`src/rtl/core/rspr_pkg.sv`:
```
// ----------------------------------------------------------------------------
// rspr_pkg - shared types and constants for the RSP packet receiver
// Character codes, result kinds, controller states, command/status bundles.
// ----------------------------------------------------------------------------
`default_nettype none

package rspr_pkg;

   localparam int BUFFER_BYTES_DEF = 32;

   // framing characters
   localparam logic [7:0] CHAR_START = 8'h24;   // '$'
   localparam logic [7:0] CHAR_HASH  = 8'h23;   // '#'
   localparam logic [7:0] CHAR_COLON = 8'h3A;   // ':'
   localparam logic [7:0] CHAR_ACK   = 8'h2B;   // '+'
   localparam logic [7:0] CHAR_NAK   = 8'h2D;   // '-'

   // result kinds
   localparam logic [1:0] KIND_HOST    = 2'd0;
   localparam logic [1:0] KIND_PAYLOAD = 2'd1;
   localparam logic [1:0] KIND_EMPTY   = 2'd2;

   // id bytes ahead of the payload
   localparam int ID_SKIP = 3;

   typedef enum logic [3:0] {
      ST_HUNT,
      ST_BODY,
      ST_HI,
      ST_LO,
      ST_NAK,
      ST_ACK,
      ST_ID0,
      ST_ID1,
      ST_RD,
      ST_PAY,
      ST_EMPTY
   } ctl_state_type;

   typedef enum logic [2:0] {
      OSEL_NAK,
      OSEL_ACK,
      OSEL_ID0,
      OSEL_ID1,
      OSEL_PAY,
      OSEL_EMPTY
   } out_sel_type;

   typedef struct packed {
      logic        start_body;
      logic        store_byte;
      logic        latch_high;
      logic        ptr_init;
      logic        ptr_inc;
      logic        load_out;
      out_sel_type out_sel;
   } ctl_cmd_type;

   typedef struct packed {
      logic is_start;
      logic is_hash;
      logic body_full;
      logic check_pass;
      logic has_id;
      logic no_payload;
      logic pay_last;
      logic out_free;
   } dp_status_type;

   typedef struct packed {
      logic       ok;
      logic [3:0] val;
   } hex_type;

   function automatic hex_type hex_decode(input logic [7:0] c);
      hex_type res;
      res.ok  = 1'b0;
      res.val = 4'd0;
      if (c inside {[8'h30:8'h39]}) begin
         res.ok  = 1'b1;
         res.val = c[3:0];
      end else if (c inside {[8'h61:8'h66], [8'h41:8'h46]}) begin
         res.ok  = 1'b1;
         res.val = 4'(c[3:0] + 4'd9);
      end
      return res;
   endfunction

endpackage

`default_nettype wire

```
`src/rtl/core/rspr_ctrl.sv`:
```
// ----------------------------------------------------------------------------
// rspr_ctrl - packet receiver controller
// Tracks the framing phase and sequences the result run after a checksum.
// ----------------------------------------------------------------------------
`default_nettype none

module rspr_ctrl
   import rspr_pkg::*;
(
   input  wire logic          clock,
   input  wire logic          reset,
   input  wire logic          req_valid,
   output logic               req_ready,
   input  wire dp_status_type status,
   output ctl_cmd_type        cmd
);

   ctl_state_type state_ff;
   ctl_state_type state_in;
   logic          accept;

   always_ff @(posedge clock) begin
      if (reset) begin
         state_ff <= ST_HUNT;
      end else begin
         state_ff <= state_in;
      end
   end

   always_comb begin
      state_in      = state_ff;
      cmd           = '0;
      cmd.out_sel   = OSEL_NAK;
      req_ready     = state_ff inside {ST_HUNT, ST_BODY, ST_HI, ST_LO};
      accept        = req_valid & req_ready;

      case (state_ff)
         ST_HUNT: begin
            if (accept && status.is_start) begin
               cmd.start_body = 1'b1;
               state_in       = ST_BODY;
            end
         end
         ST_BODY: begin
            if (accept) begin
               if (status.is_start) begin
                  cmd.start_body = 1'b1;
               end else if (status.is_hash) begin
                  state_in = ST_HI;
               end else begin
                  cmd.store_byte = 1'b1;
                  if (status.body_full) begin
                     state_in = ST_HUNT;   // overflow: drop silently
                  end
               end
            end
         end
         ST_HI: begin
            if (accept) begin
               cmd.latch_high = 1'b1;
               state_in       = ST_LO;
            end
         end
         ST_LO: begin
            if (accept) begin
               state_in = status.check_pass ? ST_ACK : ST_NAK;
            end
         end
         ST_NAK: begin
            if (status.out_free) begin
               cmd.load_out = 1'b1;
               cmd.out_sel  = OSEL_NAK;
               state_in     = ST_HUNT;
            end
         end
         ST_ACK: begin
            if (status.out_free) begin
               cmd.load_out = 1'b1;
               cmd.out_sel  = OSEL_ACK;
               cmd.ptr_init = 1'b1;
               if (status.has_id) begin
                  state_in = ST_ID0;
               end else if (status.no_payload) begin
                  state_in = ST_EMPTY;
               end else begin
                  state_in = ST_RD;
               end
            end
         end
         ST_ID0: begin
            if (status.out_free) begin
               cmd.load_out = 1'b1;
               cmd.out_sel  = OSEL_ID0;
               state_in     = ST_ID1;
            end
         end
         ST_ID1: begin
            if (status.out_free) begin
               cmd.load_out = 1'b1;
               cmd.out_sel  = OSEL_ID1;
               state_in     = status.no_payload ? ST_EMPTY : ST_RD;
            end
         end
         ST_RD: begin
            state_in = ST_PAY;   // store read in flight
         end
         ST_PAY: begin
            if (status.out_free) begin
               cmd.load_out = 1'b1;
               cmd.out_sel  = OSEL_PAY;
               cmd.ptr_inc  = 1'b1;
               state_in     = status.pay_last ? ST_HUNT : ST_RD;
            end
         end
         ST_EMPTY: begin
            if (status.out_free) begin
               cmd.load_out = 1'b1;
               cmd.out_sel  = OSEL_EMPTY;
               state_in     = ST_HUNT;
            end
         end
         default: begin
            state_in = ST_HUNT;
         end
      endcase
   end

endmodule

`default_nettype wire

```
`src/rtl/core/rspr_datapath.sv`:
```
// ----------------------------------------------------------------------------
// rspr_datapath - packet receiver datapath
// Body store, running sum, checksum compare, id capture and output register.
// ----------------------------------------------------------------------------
`default_nettype none

module rspr_datapath
   import rspr_pkg::*;
#(
   parameter int BUFFER_BYTES = BUFFER_BYTES_DEF
) (
   input  wire logic        clock,
   input  wire logic        reset,
   input  wire logic [7:0]  req_rx_byte,
   input  wire ctl_cmd_type cmd,
   output dp_status_type    status,
   output logic             rsp_valid,
   input  wire logic        rsp_stall,
   output logic [1:0]       rsp_result_kind,
   output logic [7:0]       rsp_result_byte,
   output logic             rsp_last_of_run
);

   localparam int CW  = $clog2(BUFFER_BYTES);
   localparam int CW1 = CW + 1;
   localparam logic [CW:0] FULL_MARK = CW1'(BUFFER_BYTES - 1);

   logic [7:0]    store_mem [BUFFER_BYTES];
   logic [7:0]    rd_data_ff;

   logic [7:0]    sum_ff, sum_in;
   logic [CW-1:0] count_ff, count_in;
   logic [CW-1:0] ptr_ff, ptr_in;
   logic [3:0]    high_ff, high_in;
   logic          high_bad_ff, high_bad_in;
   logic [7:0]    id0_ff, id1_ff, id2_ff;

   logic          out_valid_ff, out_valid_in;
   logic [1:0]    kind_ff;
   logic [7:0]    byte_ff;
   logic          last_ff;

   logic [CW:0]   count_next;
   logic [CW:0]   ptr_next;
   hex_type       hex;
   logic          taken;

   assign hex        = hex_decode(req_rx_byte);
   assign count_next = {1'b0, count_ff} + {{CW{1'b0}}, 1'b1};
   assign ptr_next   = {1'b0, ptr_ff} + {{CW{1'b0}}, 1'b1};
   assign taken      = out_valid_ff & ~rsp_stall;

   // status to the controller
   always_comb begin
      status.is_start   = (req_rx_byte == CHAR_START);
      status.is_hash    = (req_rx_byte == CHAR_HASH);
      status.body_full  = (count_next >= FULL_MARK);
      status.check_pass = hex.ok & ~high_bad_ff & ({high_ff, hex.val} == sum_ff);
      status.has_id     = (count_ff >= CW'(ID_SKIP)) && (id2_ff == CHAR_COLON);
      status.no_payload = status.has_id ? (count_ff <= CW'(ID_SKIP))
                                        : (count_ff == '0);
      status.pay_last   = (ptr_next == {1'b0, count_ff});
      status.out_free   = ~out_valid_ff | ~rsp_stall;
   end

   // body accumulation and checksum digit
   always_comb begin
      sum_in      = sum_ff;
      count_in    = count_ff;
      high_in     = high_ff;
      high_bad_in = high_bad_ff;
      ptr_in      = ptr_ff;
      if (cmd.start_body) begin
         sum_in   = 8'd0;
         count_in = '0;
      end else if (cmd.store_byte) begin
         sum_in   = sum_ff + req_rx_byte;
         count_in = count_next[CW-1:0];
      end
      if (cmd.latch_high) begin
         high_in     = hex.val;
         high_bad_in = ~hex.ok;
      end
      if (cmd.ptr_init) begin
         ptr_in = status.has_id ? CW'(ID_SKIP) : '0;
      end else if (cmd.ptr_inc) begin
         ptr_in = ptr_next[CW-1:0];
      end
   end

   always_ff @(posedge clock) begin
      if (reset) begin
         sum_ff      <= 8'd0;
         count_ff    <= '0;
         high_ff     <= 4'd0;
         high_bad_ff <= 1'b0;
         ptr_ff      <= '0;
      end else begin
         sum_ff      <= sum_in;
         count_ff    <= count_in;
         high_ff     <= high_in;
         high_bad_ff <= high_bad_in;
         ptr_ff      <= ptr_in;
      end
   end

   // body store, one write and one registered read
   always_ff @(posedge clock) begin
      if (cmd.store_byte) begin
         store_mem[count_ff] <= req_rx_byte;
      end
      rd_data_ff <= store_mem[ptr_ff];
   end

   // first three body bytes kept aside for the id check
   always_ff @(posedge clock) begin
      if (cmd.store_byte) begin
         if (count_ff == CW'(0)) id0_ff <= req_rx_byte;
         if (count_ff == CW'(1)) id1_ff <= req_rx_byte;
         if (count_ff == CW'(2)) id2_ff <= req_rx_byte;
      end
   end

   // output register
   always_comb begin
      out_valid_in = out_valid_ff;
      if (cmd.load_out) begin
         out_valid_in = 1'b1;
      end else if (taken) begin
         out_valid_in = 1'b0;
      end
   end

   always_ff @(posedge clock) begin
      if (reset) begin
         out_valid_ff <= 1'b0;
      end else begin
         out_valid_ff <= out_valid_in;
      end
   end

   always_ff @(posedge clock) begin
      if (cmd.load_out) begin
         case (cmd.out_sel)
            OSEL_NAK: begin
               kind_ff <= KIND_HOST;
               byte_ff <= CHAR_NAK;
               last_ff <= 1'b1;
            end
            OSEL_ACK: begin
               kind_ff <= KIND_HOST;
               byte_ff <= CHAR_ACK;
               last_ff <= 1'b0;
            end
            OSEL_ID0: begin
               kind_ff <= KIND_HOST;
               byte_ff <= id0_ff;
               last_ff <= 1'b0;
            end
            OSEL_ID1: begin
               kind_ff <= KIND_HOST;
               byte_ff <= id1_ff;
               last_ff <= 1'b0;
            end
            OSEL_PAY: begin
               kind_ff <= KIND_PAYLOAD;
               byte_ff <= rd_data_ff;
               last_ff <= status.pay_last;
            end
            OSEL_EMPTY: begin
               kind_ff <= KIND_EMPTY;
               byte_ff <= 8'd0;
               last_ff <= 1'b1;
            end
            default: begin
               kind_ff <= KIND_HOST;
               byte_ff <= CHAR_NAK;
               last_ff <= 1'b1;
            end
         endcase
      end
   end

   assign rsp_valid       = out_valid_ff;
   assign rsp_result_kind = kind_ff;
   assign rsp_result_byte = byte_ff;
   assign rsp_last_of_run = last_ff;

endmodule

`default_nettype wire

```
`src/rtl/core/rsp_packet_receiver.sv`:
```
// ----------------------------------------------------------------------------
// rsp_packet_receiver - remote serial protocol packet receive engine
// Frames '$'...'#xx' packets, checks the mod-256 checksum, answers '+'/'-',
// echoes an optional sequence id and streams the payload out.
// ----------------------------------------------------------------------------
// Usage:
//  - Request channel (req_valid/req_stall/req_rx_byte): one received byte per
//    request. Bytes outside a packet other than '$' are swallowed.
//  - Response channel (rsp_valid/rsp_stall/...): results in order. Kind 0 is a
//    byte for the host ('+', '-', id chars), kind 1 a payload byte, kind 2 an
//    empty accepted packet. rsp_last_of_run marks the end of each run.
//  - Bytes up to the second checksum digit are taken one per cycle. That digit
//    starts a run: '+'/'-' is loaded into the output reg first; the id bytes
//    follow one per cycle while the output is not stalled, then each payload
//    byte takes a registered read of the body store and then an output load.
//  - req_stall stays high while a run is being emitted; bytes are taken
//    again once the last result of the run is loaded into the output reg.
//  - A stall on rsp_stall holds the output register and the run simply
//    waits; incoming bytes are still taken if no run is in progress.
//  - Reset returns to hunting for '$' and clears the output valid. The body
//    store is not cleared; only bytes of the current packet are read back.
// ----------------------------------------------------------------------------
`default_nettype none

module rsp_packet_receiver
   import rspr_pkg::*;
#(
   parameter int BUFFER_BYTES = BUFFER_BYTES_DEF
) (
   input  wire logic       clock,
   input  wire logic       reset,
   input  wire logic       req_valid,
   output logic            req_stall,
   input  wire logic [7:0] req_rx_byte,
   output logic            rsp_valid,
   input  wire logic       rsp_stall,
   output logic [1:0]      rsp_result_kind,
   output logic [7:0]      rsp_result_byte,
   output logic            rsp_last_of_run
);

   ctl_cmd_type   cmd;
   dp_status_type status;
   logic          req_ready;

   // request side: not ready while a result run is sequenced
   assign req_stall = ~req_ready;

   rspr_ctrl u_ctrl (
      .clock     (clock),
      .reset     (reset),
      .req_valid (req_valid),
      .req_ready (req_ready),
      .status    (status),
      .cmd       (cmd)
   );

   rspr_datapath #(
      .BUFFER_BYTES (BUFFER_BYTES)
   ) u_datapath (
      .clock           (clock),
      .reset           (reset),
      .req_rx_byte     (req_rx_byte),
      .cmd             (cmd),
      .status          (status),
      .rsp_valid       (rsp_valid),
      .rsp_stall       (rsp_stall),
      .rsp_result_kind (rsp_result_kind),
      .rsp_result_byte (rsp_result_byte),
      .rsp_last_of_run (rsp_last_of_run)
   );

endmodule

`default_nettype wire

```
`config.mk`:
```
export PLATFORM = sky130hd
export DESIGN_NAME = rsp_packet_receiver
export DESIGN_NICKNAME = d
export VERILOG_FILES = /design/src/rtl/core/rspr_pkg.sv /design/src/rtl/core/rspr_ctrl.sv /design/src/rtl/core/rspr_datapath.sv /design/src/rtl/core/rsp_packet_receiver.sv
export SDC_FILE = /design/constraint.sdc
export NUM_CORES = 1
export LEC_CHECK = 0
export ABC_CLOCK_PERIOD_IN_PS = 3900
export BUFFER_PORTS_ARGS = -buffer_cell sky130_fd_sc_hd__buf_2
export CORE_MARGIN = 2
export CORE_UTILIZATION = 40
export DETAILED_ROUTE_END_ITERATION = 7
export SLEW_MARGIN = 30
export SYNTH_ARGS = -nofsm -noshare
export SYNTH_HDL_FRONTEND = slang
export SYNTH_SLANG_ARGS = --single-unit
```
`constraint.sdc`:
```
create_clock -name clock -period 3.9 [get_ports clock]
set_clock_uncertainty 0.2 [all_clocks]
set_input_delay 0.195 -clock clock [delete_from_list [all_inputs] [get_ports clock]]
set_output_delay 0.195 -clock clock [all_outputs]
set_load 0.01 [all_outputs]
```
* Word level (Yosys, flattened, before mapping)
Memory sizes are Yosys's and may differ from the RTL's. A register that Yosys moved wholly into a read port is not among the register bits. Cells that the tools add are included.
Word-level totals: bits in registers 63, memory bits (writable) 256, bits of input ports 12, output and inout port bits 13, logic and storage cells 137, memories 1
Operators by class: add/subtract/negate cells 4, $lt $le $gt $ge 9, eq/ne operators 33, multiplexer cells 49, bitwise logic cells 10, reductions and logical operators 18
Memory list:
- u_datapath.store_mem | words 32, bits a word 8, read ports 1, clocked after Yosys merged registers in 1, write ports 1, line rspr_datapath.sv:28 | logic [7:0] store_mem [BUFFER_BYTES];
Operators by type and width (number):
- $mux W4 | 19
- $pmux W4 S10 | 1
- $pmux W8 S5 | 1
- $mux W5 | 5
- $eq A8 B6 Y1 const B | 3
- $pmux W4 S6 | 1
- $eq A4 B3 Y1 const B | 4
- $ge A8 B7 Y1 const B | 2
- $le A8 B7 Y1 const B | 2
- $mux W1 | 16
- $add A5 B1 Y6 const B | 2
- $eq A4 B4 Y1 const B | 3
- $ne A2 B2 Y1 const B | 6
- $reduce_and A11 Y1 | 1
- $add A8 B8 Y8 | 1
- $eq A4 B2 Y1 const B | 2
- $eq A8 B8 Y1 | 1
- $ge A8 B6 Y1 const B | 1
- $le A8 B6 Y1 const B | 1
- $ne A2 B1 Y1 const B | 4
- $eq A3 B2 Y1 const B | 2
- $eq A3 B3 Y1 const B | 2
- $eq A6 B5 Y1 | 1
- $ge A6 B5 Y1 const B | 1
- 22 further kinds | 41

* Logic depth before layout (Yosys ltp)
Gate-level depths: netlist of run 1.
depth in word-level cells 10, mapped depth 9, depth with buffers taken out 9

* Modules after synthesis
From an unflattened synthesis of run 1, not the netlist that was laid out.
Second synthesis, totals: cell total of the unflattened synthesis 786, area total of the unflattened synthesis 13646.8 um^2
Modules (own cells, without submodules):
- rspr_datapath | times used 1, cells each 724, area each 13167.6 um^2, seq. area each 9379.0 um^2
- rspr_ctrl | times used 1, cells each 61, area each 475.5 um^2, seq. area each 80.1 um^2
- rsp_packet_receiver | times used 1, cells each 1, area each 3.8 um^2, seq. area each 0.0 um^2

* Worst setup path before layout of run 1
OpenSTA, ideal clock, no wires.
kind input -> register, start point in req_rx_byte[1], end point reg u_datapath.id0_ff[0] (enable), library setup time 0.370 ns, arrival 2.169 ns, data required time 3.330 ns, slack 1.160 ns, stages on the path 8, path buffers 1, path through inv_1 > ha_1 > mux2_1 > and3_1 > nor3_2 > buf_2 > nand2_1 > nor2_1
On the way: word-level cells in the longest chain between the ends 6, elaborated cells on any way between the ends 7, those cells by class 2 x eq/ne; 4 x mux; 1 x reduce/logical
Ends and longest elaborated chain:
- start, declared | line rsp_packet_receiver.sv:34 | input wire logic [7:0] req_rx_byte,
- $eq A8 B6 Y1 | line rspr_datapath.sv:56 | status.is_hash = (req_rx_byte == CHAR_HASH);
- $mux W1 | line rspr_ctrl.sv:48 | end else if (status.is_hash) begin
- $mux W1 (*) | line rspr_ctrl.sv:46 | if (status.is_start) begin
- $mux W2 (*) | line rspr_ctrl.sv:45 | if (accept) begin
- $mux W1 (*) | line rspr_ctrl.sv:37 | case (state_ff)
- $reduce_and A2 Y1 (no source line) (*)
- end signal, assigned | line rspr_datapath.sv:118 | if (count_ff == CW'(0)) id0_ff <= req_rx_byte;
- end, declared | line rspr_datapath.sv:36 | logic [7:0] id0_ff, id1_ff, id2_ff;
Every way passes the cells marked *; elsewhere a longest branch is shown, timed or not. A chain may end at the register's enable or synchronous reset.

* Worst setup path in the final report of run 1
start point reg u_ctrl.state_ff[2], end point mem u_datapath.store_mem[1][4] (enable)
On the way: word-level cells in the longest chain between the ends 7, elaborated cells on any way between the ends 10, those cells by class 3 x eq/ne; 4 x mux; 1 x bitwise; 2 x reduce/logical
Ends and longest elaborated chain:
- start, declared | line rspr_ctrl.sv:18 | ctl_state_type state_ff;
- start signal, assigned | line rspr_ctrl.sv:26 | state_ff <= state_in;
- $eq A4 B1 Y1, or another cell as far along | line rspr_ctrl.sv:34, rspr_ctrl.sv:37
- $reduce_bool A4 Y1 | line rspr_ctrl.sv:34 | req_ready = state_ff inside {ST_HUNT, ST_BODY, ST_HI, ST_LO};
- $and A1 B1 Y1 | line rspr_ctrl.sv:35 | accept = req_valid & req_ready;
- $mux W2 | line rspr_ctrl.sv:45
- $mux W1 (*) | line rspr_ctrl.sv:37
- $mux W1 (*) | line rspr_datapath.sv:109 | if (cmd.store_byte) begin
- $mux W1 (implied by the code) (*) | line rspr_datapath.sv:110 | store_mem[count_ff] <= req_rx_byte;
- end, declared | line rspr_datapath.sv:28
Marked as above.

==> flow_metrics.env, run 1 <==
export IMPL_status="finished, final reports clean"
export IMPL_rows=67
export IMPL_powerDensity_nw_per_um2=463.3
export IMPL_synth_nets=789
export IMPL_final_cell_area_sq_um=15380
export IMPL_cts_htree_levels=2
export IMPL_cts_buffers=35
export IMPL_wirelength_um=30460
export IMPL_synth_most_common_cell="edfxtp_1"
export IMPL_yosysWarnings=0
export IMPL_final_hold_viol_count=0
export IMPL_drive_gt1_share_pct=21.71
export IMPL_yosysSeqAreaShare_pct=70.06
export IMPL_grt_max_degree=49
export IMPL_dr_wl_met3_um=1558
export IMPL_drc=0
export IMPL_ys_types=62
export IMPL_yosys_area_top_type="edfxtp_1"
export IMPL_place_gp_congestion=0.8096
export IMPL_finalMaxSlewViolations=0
export IMPL_setup_violations_final=0
export IMPL_synthCells=760
export IMPL_ys_flop_type="edfxtp_1"
export IMPL_synth_area_leaders="edfxtp_1, mux4_2, dfxtp_1, mux4_1, nor2_1"
export IMPL_die_h_um=187.7
export IMPL_crit_reg2reg_launch="u_ctrl.state_ff[2]"
export IMPL_cp_start_kind="flip-flop"
export IMPL_path_clk_slew_ns=0.06
export IMPL_maxCapViolCount=0
export IMPL_ios=25
export IMPL_worstHoldPathType="input pin to flip-flop"
export IMPL_clock_fmax_mhz=322.5
export IMPL_dr_max_layer_used="met4"
export IMPL_wl_met1_um=14190
export IMPL_fin_nets=848
export IMPL_min_path_cells=2
export IMPL_routed_wl_met2_um=14210
export IMPL_timing_rr_end="u_datapath.store_mem[1][4]"
export IMPL_synthTopCellsByCount="edfxtp_1, nor2_1, mux4_2"
export IMPL_avgRoutedWirePerCell_um=23.60
export IMPL_cts_num_sinks=327
export IMPL_synth_top_family_by_area="multiplexers"
export IMPL_synthXorXnorAreaFrac_pct=1.752
export IMPL_nFillCells=2903
export IMPL_clock_path_buffers=3
export IMPL_worstRegToRegCells=6
export IMPL_clockRootBuffer="clkbuf_16"
export IMPL_cpPeakStageDelay_ns=0.73
export IMPL_tightest_slew_ns=0.9384
export IMPL_rsz0062_at_grt="false"
export IMPL_drt_iter0_drc=716
export IMPL_p_total_uw=7125
export IMPL_dp_hpwl_um=19230
export IMPL_post_route_min_period_ns=3.101
export IMPL_area_delta_synth_final_pct=13.91
export IMPL_max_slew_margin_pct=37.06
export IMPL_required_ns=3.83
export IMPL_coreArea_sq_um=33360
export IMPL_synth_top_area_share_pct=64.73
export IMPL_cp_max_fo=15
export IMPL_initial_utilization_pct=40.46
export IMPL_path_delay_family="simple AND/OR/NAND/NOR gates"
export IMPL_leakagePower_uw=0.004818
export IMPL_ys_ff_latch=327
export IMPL_multiInputGateArea_sq_um=3800
export IMPL_path_class="flip-flop to flip-flop"
export IMPL_fin_crit_sh_pct=79.51
export IMPL_synth_compound_gate_area_share_pct=3.744
export IMPL_ir_drop_uv=250.1
export IMPL_grt_usage_pct=17.56
export IMPL_path_buf_inv=1
export IMPL_crit_chain="nor2_1, nand2_1, nor3_2, buf_4, nand2_1, nor2_1"
export IMPL_cts_repair_resized=0
export IMPL_vias_per_cell=5.455
export IMPL_antenna_found_initial=1
export IMPL_seqCellArea_sq_um=9464
export IMPL_synthArstFlopShare_pct=0
export IMPL_gr_total_overflow=0
export IMPL_insertion_delay_ns=0.51
export IMPL_synthAdderAreaFrac_pct=1.631
export IMPL_hp_start="req_rx_byte[1]"
export IMPL_dpl_instance_area_sq_um=14240
export IMPL_grt_first_pass_wirelength_um=46090
export IMPL_holdPathEnd="u_datapath.store_mem[0][1]"
export IMPL_synth_edf_count=291
export IMPL_setup_tns_ns=0
export IMPL_fp_dieW_um=187.7
export IMPL_dr_total_vias=7042
export IMPL_critPathCaptureType="flip-flop"
export IMPL_netlist_area_sq_um=13500
export IMPL_slowest_stage="nor2_1"
export IMPL_critical_path_arrival_ns=3.03
export IMPL_dieArea_sq_um=35240
export IMPL_avgSynthCellArea_sq_um=17.76
export IMPL_drtAntennaViolNets=0
export IMPL_critPathLaunch="u_ctrl.state_ff[2]"
export IMPL_grt_pass1_vias=7122
export IMPL_reg2reg_slack_ns=0.80
export IMPL_io_buffers=24
export IMPL_dr_pass1_iters=5
export IMPL_synth_simple_area_share_pct=6.098
export IMPL_synthMuxAreaShare_pct=14.88
export IMPL_diodes=0
export IMPL_cts_tree="built"
state kept, by name, summed over array words and instances (netlist names):
name                        cells
u_datapath.sum_ff               8
u_datapath.id0_ff               8
u_datapath.rd_data_ff           8
u_datapath.id2_ff               8
u_datapath.ptr_ff               5
u_datapath.id1_ff               8
u_ctrl.state_ff                 4
u_datapath.high_bad_ff          1
u_datapath.rsp_result_byte      8
u_datapath.rsp_valid            1
u_datapath.rsp_result_kind      2
u_datapath.store_mem          256
u_datapath.count_ff             5
u_datapath.high_ff              4
u_datapath.rsp_last_of_run      1
cells by family (layout without fill, tap and decap cells):
family | count (synthesis) | in the layout
flip-flops | 327 | 327
AO/OA/AOI/OAI | 72 | 72
buffers and inverters | 51 | 134
AND/OR/NAND/NOR | 172 | 172
XOR/XNOR | 27 | 27
adder cells (fa/ha/maj) | 17 | 17
multiplexers | 94 | 94
worst reg2reg max path, cell delays in order, from the launching register on:
cell and delay (ns):
dfxtp_1 0.39, nor2_1 0.32, nand2_1 0.21, nor3_2 0.15, buf_4 0.26, nand2_1 0.48
nor2_1 0.73
through the flow:
stage	utilization, %	cells	hold WS [ns]	setup WS [ns]
2_1_floorplan	-	760	0.06714	1.160
3_3_place_gp	42.68	1226	0.2397	0.3769
4_1_cts	46.09	1291	0.01956	0.7422
6_report	46.09	1291	0.001332	0.7993
3_5_place_dp	42.68	1226	0.2602	0.2821
5_1_grt	46.09	1291	0.01960	0.5875
metal layers:
metal | GRT usage [%] | vias up
met5 | 0 | -
li1 | - | 3169
met3 | 2.602 | 36
met4 | 4.179 | 0
met2 | 27.65 | 224
met1 | 25.92 | 3613
power by group:
group / total, uW / switching (uW) / internal, uW
combinational: 119 / 92.2 / 26.4
clock: 3200 / 1290 / 1910
sequential: 3800 / 0.00274 / 3800
cells in the final DEF, fill, tap and decap left out, types with 3 or more instances in the layout:
master	synthesis	routed
bufinv_16	0	3
a211oi_1	7	7
nand3b_1	3	3
clkbuf_8	0	3
nand4_1	5	5
a21o_1	4	4
or4_1	3	3
edfxtp_1	291	291
ha_1	16	16
mux2i_1	5	5
mux2_2	8	8
a21oi_1	22	22
mux4_2	65	65
and3_1	3	3
nand2b_1	5	5
nor2b_1	4	4
nand3_1	12	12
nor3_1	16	16
o211ai_1	5	5
o21ai_0	3	3
a22oi_1	4	4
clkbuf_16	0	35
clkbuf_1	22	9
nor2_1	73	73
dfxtp_1	36	34
inv_1	18	18
buf_4	0	25
buf_2	7	24
xor2_1	10	10
dlygate4sd3_1	0	4
nand2_1	31	31
a31oi_1	4	4
a222oi_1	6	6
mux4_1	15	15
xnor2_1	17	17
clkinv_1	0	4
clkinv_2	0	5
final cells by class:
type / count / share of cell area (%)
clock buffer: 47 / 6.183
clock inverter: 14 / 0.9601
inverter: 18 / 0.4393
multi-input combinational: 382 / 24.71
sequential: 327 / 61.54
tap: 448 / 3.645
timing repair buffer: 55 / 2.522
how the worst max path moves through the flow:
stage | to | slack [ns] | cells past startpoint
finish | u_datapath.store_mem[1][4] | 0.80 | 6
global route | u_datapath.id1_ff[6] | 0.59 | 6
CTS | u_datapath.id1_ff[0] | 0.74 | 6
detailed placement | u_datapath.store_mem[1][4] | 0.28 | 9
global placement | u_datapath.store_mem[1][4] | 0.38 | 9
floorplan | u_datapath.id0_ff[0] | 1.16 | 8
repair_timing:
action | in CTS | in global routing
hold buffers | 4 | 0
endpoints found under the hold margin | 18 | 0
setup buffers | 0 | 0
Note: power is estimated with default switching activity, not from simulation.
==> run 2, diff against run 1 <==
--- a/config.mk
+++ b/config.mk
@@ -5,7 +5,8 @@
 export SDC_FILE = /design/constraint.sdc
 export NUM_CORES = 1
 export LEC_CHECK = 0
-export ABC_CLOCK_PERIOD_IN_PS = 3900
+export ABC_AREA = 1
+export ABC_CLOCK_PERIOD_IN_PS = 2800
 export BUFFER_PORTS_ARGS = -buffer_cell sky130_fd_sc_hd__buf_2
 export CORE_MARGIN = 2
 export CORE_UTILIZATION = 40
==> constraint.sdc (replaced) <==
create_clock -name clock -period 2.8 [get_ports clock]
set_clock_uncertainty 0.2 [all_clocks]
set_input_delay 0.14 -clock clock [delete_from_list [all_inputs] [get_ports clock]]
set_output_delay 0.14 -clock clock [all_outputs]
set_load 0.01 [all_outputs]
==> flow_metrics.env, run 2 <==
export IMPL_status="finished, final reports clean"
export IMPL_fin_crit_sh_pct=92.99
export IMPL_slowest_stage="nor2_1"
export IMPL_ys_ff_latch=327
export IMPL_cts_tree="built"
export IMPL_worstRegToRegCells=8
export IMPL_critPathCaptureType="flip-flop"
export IMPL_pre_cts_ws_ns=0.1622
export IMPL_critPathMostFrequentCell="nor2_1"
export IMPL_cts_buffers=34
export IMPL_cp_start_kind="input pin"
export IMPL_ys_flop_type="edfxtp_1"
export IMPL_reg2reg_slack_ns=0.21
export IMPL_cts_num_sinks=327
export IMPL_path_class="input pin to flip-flop"
export IMPL_nFillCells=3063
export IMPL_fin_nets=1273
export IMPL_drtAntennaViolNets=0
export IMPL_grt_pass1_vias=8919
export IMPL_dp_hpwl_um=21860
export IMPL_utilization_pct=46.47
export IMPL_dr_total_vias=9236
export IMPL_synth_most_common_cell="edfxtp_1"
export IMPL_setup_violations_final=0
export IMPL_worstHoldPathType="input pin to flip-flop"
export IMPL_critical_path_arrival_ns=2.55
export IMPL_synthArstFlopShare_pct=0
export IMPL_grt_max_degree=52
export IMPL_initial_utilization_pct=40.72
export IMPL_rows=67
export IMPL_wirelength_um=33560
export IMPL_final_hold_viol_count=0
export IMPL_io_buffers=24
export IMPL_avgRoutedWirePerCell_um=19.56
export IMPL_place_gp_congestion=0.8685
export IMPL_leakagePower_uw=0.005416
export IMPL_stdcell_count=1716
export IMPL_tightest_slew_ns=0.7902
export IMPL_grt_first_pass_wirelength_um=51840
export IMPL_max_slew_margin_pct=47.12
export IMPL_finalMaxSlewViolations=0
export IMPL_synth_top_area_share_pct=63.68
export IMPL_antenna_found_initial=0
export IMPL_ys_types=43
export IMPL_ios=25
export IMPL_synth_nets=1228
export IMPL_diodes=0
export IMPL_insertion_delay_ns=0.51
export IMPL_drc=0
export IMPL_drive_gt1_share_pct=11.83
export IMPL_regMostFlops="u_datapath.store_mem"
export IMPL_die_h_um=189.2
export IMPL_gr_total_overflow=0
export IMPL_layout_common_cells="edfxtp_1, nor2_1, o21ai_0"
export IMPL_area_delta_synth_final_pct=14.10
export IMPL_vias_per_cell=5.382
export IMPL_crit_chain="dlygate4sd3_1, buf_2, inv_1, ha_1, nand3_1, nor2_1, nor2_2, nand2_2, inv_2, nand2_1, nor2_1"
export IMPL_netlist_area_sq_um=13720
export IMPL_yosysSeqAreaShare_pct=68.93
export IMPL_post_route_min_period_ns=2.604
export IMPL_cpPeakStageDelay_ns=0.64
export IMPL_timing_rr_end="u_datapath.store_mem[31][5]"
export IMPL_crit_path_end="u_datapath.store_mem[31][5]"
export IMPL_synth_area_leaders="edfxtp_1, o21ai_0, nor2_1, dfxtp_1, o22ai_1"
export IMPL_cts_repair_resized=0
export IMPL_rsz0062_at_grt="true"
export IMPL_dr_pass1_iters=5
export IMPL_fp_dieW_um=189.2
export IMPL_final_common_cell="edfxtp_1"
export IMPL_postLayoutSetupSlackWorst_ns=0.1964
export IMPL_yosysWarnings=0
export IMPL_synthTopCellsByCount="edfxtp_1, nor2_1, o21ai_0"
export IMPL_cts_htree_levels=2
export IMPL_largest_register_ff_count=256
export IMPL_clock_path_buffers=3
export IMPL_coreArea_sq_um=33700
export IMPL_maxCapViolCount=0
export IMPL_grt_usage_pct=18.93
export IMPL_drt_iter0_drc=845
export IMPL_dieArea_sq_um=35810
export IMPL_synth_edf_count=291
export IMPL_required_ns=2.74
export IMPL_path_buf_inv=4
export IMPL_path_delay_family="simple AND/OR/NAND/NOR gates"
export IMPL_yosys_area_top_type="edfxtp_1"
export IMPL_clockRootBuffer="clkbuf_16"
export IMPL_powerDensity_nw_per_um2=657.3
export IMPL_dp_cells=1648
export IMPL_crit_reg2reg_launch="u_ctrl.state_ff[0]"
export IMPL_cp_max_fo=8
export IMPL_worstSetupPathDepth=11
export IMPL_avgSynthCellArea_sq_um=11.45
export IMPL_path_clk_slew_ns=0.06
export IMPL_critPathLaunch="req_rx_byte[1]"
export IMPL_synthCells=1199
export IMPL_clock_fmax_mhz=384.1
export IMPL_ir_drop_uv=368.2
==> run 2: worst min-delay path by stage <==
stage	to	cells after the start	slack, ns	start
2_1_floorplan	u_ctrl.state_ff[0]	1	0.002	reset
3_3_place_gp	u_ctrl.state_ff[0]	2	0.21	reset
3_5_place_dp	u_ctrl.state_ff[0]	2	0.21	reset
4_1_cts	u_datapath.id0_ff[7]	2	0.07	req_rx_byte[7]
5_1_grt	u_datapath.store_mem[31][6]	2	0.08	req_rx_byte[6]
6_report	u_datapath.store_mem[31][6]	2	0.06	req_rx_byte[6]
==> run 2: layout make-up <==
type                            count  area, sq um  share of cell area, %
Timing Repair Buffer               68        508.0                  3.244
Clock inverter                     24        255.2                  1.630
Inverter                           52        200.2                  1.278
Clock buffer                       36        879.6                  5.617
Multi-Input combinational cell    761         3791                  24.21
Tap cell                          448        560.5                  3.580
Sequential cell                   327         9464                  60.44
==> run 2: per-stage QoR <==
stage / power (uW) / TNS [ns] / instance area (sq um) / hold slack, ns
3_3_place_gp: 5827 / 0 / 14440 / 0.2075
4_1_cts: 10360 / 0 / 15660 / 0.06570
2_1_floorplan: 5655 / 0 / 13720 / 0.002445
3_5_place_dp: 5828 / 0 / 14440 / 0.2133
6_report: 10290 / 0 / 15660 / 0.06218
5_1_grt: 10590 / -0.07083 / 15660 / 0.07523
==> run 2: logic make-up after synthesis <==
group                      share of synthesized area, %
DFF                                               68.93
AOI/OAI and AO/OA                                 12.58
buffers and inverters                             3.446
and+or+nand+nor                                   12.48
adders and majority gates                         1.605
xor gates and xnor gates                         0.9574
==> run 2: report_power, final <==
| part | switching, uW | leakage, uW | total (uW) | internal [uW] |
|---|---|---|---|---|
| Sequential | 25.8 | 0.00291 | 5360 | 5340 |
| Clock | 1820 | 0.000545 | 4560 | 2740 |
| Combinational | 267 | 0.00196 | 371 | 104 |
| Total | 2110 | 0.00542 | 10300 | 8180 |
==> run 2: per-layer routing <==
layer	part of all wire [%]	track usage, %	vias up
met5	0	0	-
met4	3.1	6.559	0
met3	5.3	2.799	58
met2	47	30.84	281
met1	44	26.03	4493
li1	-	-	4404
==> run 2: timing repair <==
action,CTS,global route
buffers inserted,0,0
hold endpoints to repair,60,0
hold buffers,8,0
endpoints found under the setup margin,0,8
==> run 3, diff against run 2 <==
--- a/config.mk
+++ b/config.mk
@@ -10,7 +10,9 @@
 export BUFFER_PORTS_ARGS = -buffer_cell sky130_fd_sc_hd__buf_2
 export CORE_MARGIN = 2
 export CORE_UTILIZATION = 40
+export CTS_BUF_LIST = sky130_fd_sc_hd__clkbuf_8
 export DETAILED_ROUTE_END_ITERATION = 7
+export GPL_TIMING_DRIVEN = 0
 export SLEW_MARGIN = 30
 export SYNTH_ARGS = -nofsm -noshare
 export SYNTH_HDL_FRONTEND = slang
==> flow_metrics.env, run 3 (synthesis results as in run 2) <==
export IMPL_fp_dieW_um=189.2
export IMPL_nFillCells=3099
export IMPL_drt_iter0_drc=1015
export IMPL_setup_violations_final=0
export IMPL_status="finished, final reports clean"
export IMPL_fin_crit_sh_pct=99.31
export IMPL_reg2reg_slack_ns=0.02
export IMPL_dr_pass1_iters=5
export IMPL_grt_usage_pct=21.51
export IMPL_postLayoutSetupSlackWorst_ns=0.01927
export IMPL_seqPwrFrac_pct=54.6
export IMPL_wirelength_um=38250
export IMPL_clock_path_buffers=3
export IMPL_p_sw_uw=2253
export IMPL_powerDensity_nw_per_um2=621.2
export IMPL_drtAntennaViolNets=0
export IMPL_rsz0062_at_grt="true"
export IMPL_ir_drop_uv=257.3
export IMPL_maxCapViolCount=0
export IMPL_utilization_pct=46.91
export IMPL_rows=67
export IMPL_pre_cts_ws_ns=-0.9088
export IMPL_final_common_cell="edfxtp_1"
export IMPL_post_route_min_period_ns=2.781
export IMPL_dp_hpwl_um=24740
export IMPL_die_h_um=189.2
export IMPL_layout_common_cells="edfxtp_1, nor2_1, o21ai_0"
export IMPL_sw_frac_of_total_pct=22.94
export IMPL_vias_per_cell=5.393
export IMPL_place_gp_congestion=0.9111
export IMPL_dieArea_sq_um=35810
export IMPL_p_int_uw=7568
export IMPL_cp_start_kind="flip-flop"
export IMPL_pwr_share_comb_pct=4.2
export IMPL_area_delta_synth_final_pct=15.19
export IMPL_multiInputGateArea_sq_um=3886
export IMPL_critPathCaptureType="flip-flop"
export IMPL_cp_max_fo=10
export IMPL_insertion_delay_ns=0.61
export IMPL_regMostFlops="u_datapath.store_mem"
export IMPL_io_buffers=24
export IMPL_diodes=0
export IMPL_timing_rr_end="u_datapath.rd_data_ff[7]"
export IMPL_drive_gt1_share_pct=15.07
export IMPL_gr_total_overflow=0
export IMPL_path_class="flip-flop to flip-flop"
export IMPL_critical_path_arrival_ns=3.03
export IMPL_tightest_slew_ns=0.9227
export IMPL_fin_nets=1330
export IMPL_largest_register_ff_count=256
export IMPL_max_slew_margin_pct=38.28
export IMPL_grt_max_degree=42
export IMPL_p_clk_share_pct=41.2
export IMPL_critPathLaunch="u_datapath.ptr_ff[0]"
export IMPL_seqCellArea_sq_um=9459
export IMPL_cts_num_sinks=327
export IMPL_worstHoldPathType="input pin to flip-flop"
export IMPL_drc=0
export IMPL_clockRootBuffer="clkbuf_8"
export IMPL_cts_buffers=54
export IMPL_initial_utilization_pct=40.72
export IMPL_worstRegToRegCells=6
export IMPL_ios=25
export IMPL_finalMaxSlewViolations=0
export IMPL_grt_pass1_vias=9202
export IMPL_avgRoutedWirePerCell_um=21.31
export IMPL_cts_tree="built"
export IMPL_path_clk_slew_ns=0.06
export IMPL_coreArea_sq_um=33700
export IMPL_post_cts_setup_buffer_count=0
export IMPL_setup_tns_ns=0
export IMPL_antenna_found_initial=0
export IMPL_required_ns=3.05
export IMPL_grt_first_pass_wirelength_um=57290
export IMPL_crit_path_end="u_datapath.rd_data_ff[7]"
export IMPL_clock_fmax_mhz=359.6
export IMPL_dr_total_vias=9681
export IMPL_crit_reg2reg_launch="u_datapath.ptr_ff[0]"
export IMPL_cts_htree_levels=2
export IMPL_final_hold_viol_count=0
export IMPL_p_total_uw=9820
export IMPL_leakagePower_uw=0.005548
==> run 3: area by class of cell <==
cell class	count	area share, %
Multi-Input combinational cell	761	24.58
Buffer	59	1.733
Tap cell	448	3.546
Clock buffer	54	4.702
Clock inverter	48	1.884
Timing Repair Buffer	46	2.454
Sequential cell	327	59.84
Inverter	52	1.259
==> run 3: layer usage <==
metal	vias to the layer above	GRT usage (%)	wire, um
met5	-	0	0
met4	0	6.708	844
met3	57	3.577	2546
met2	384	33.88	17840
met1	4693	30.61	17020
li1	4547	-	-
==> run 3: per-stage QoR <==
step | hold slack [ns] | std cells | cell area, sq um
floorplan | 0.002445 | 1199 | 13720
global placement | 0.2076 | 1671 | 14400
detailed placement | 0.2152 | 1671 | 14400
CTS | 0.0008894 | 1795 | 15770
global route | 0.04126 | 1795 | 15810
finish | 0.01663 | 1795 | 15810
==> run 3: power groups by stage <==
stage / logic, uW / clock network, uW / registers [uW]
global route: 454 / 4310 / 5360
global placement: 352 / 0 / 5460
CTS: 408 / 4100 / 5360
detailed placement: 356 / 0 / 5460
finish: 412 / 4050 / 5360
floorplan: 198 / 0 / 5460
==> run 3: how the worst min path moves through the flow <==
stage | from | endpoint | slack, ns | depth (start not counted)
global placement | reset | u_ctrl.state_ff[0] | 0.21 | 2
global route | req_rx_byte[3] | u_datapath.id1_ff[3] | 0.04 | 1
CTS | req_rx_byte[3] | u_datapath.store_mem[13][3] | 0.0009 | 1
floorplan | reset | u_ctrl.state_ff[0] | 0.002 | 1
finish | req_rx_byte[3] | u_datapath.store_mem[29][3] | 0.02 | 1
detailed placement | reset | u_ctrl.state_ff[0] | 0.22 | 2
==> run 3: critical path, cell delays in order (launching register included) <==
cell,delay (ns)
dfxtp_1,0.63
buf_2,0.35
buf_2,0.32
o21ai_0,0.13
o22ai_1,0.39
a21oi_1,0.17
o31ai_1,0.44
==> run 3: what timing repair did <==
action / 4_1_cts / 5_1_grt
gates cloned: 0 / 0
resized for setup: 23 / 14
setup endpoints to repair: 272 / 261
hold buffers: 22 / 0
hold endpoints to repair: 146 / 0
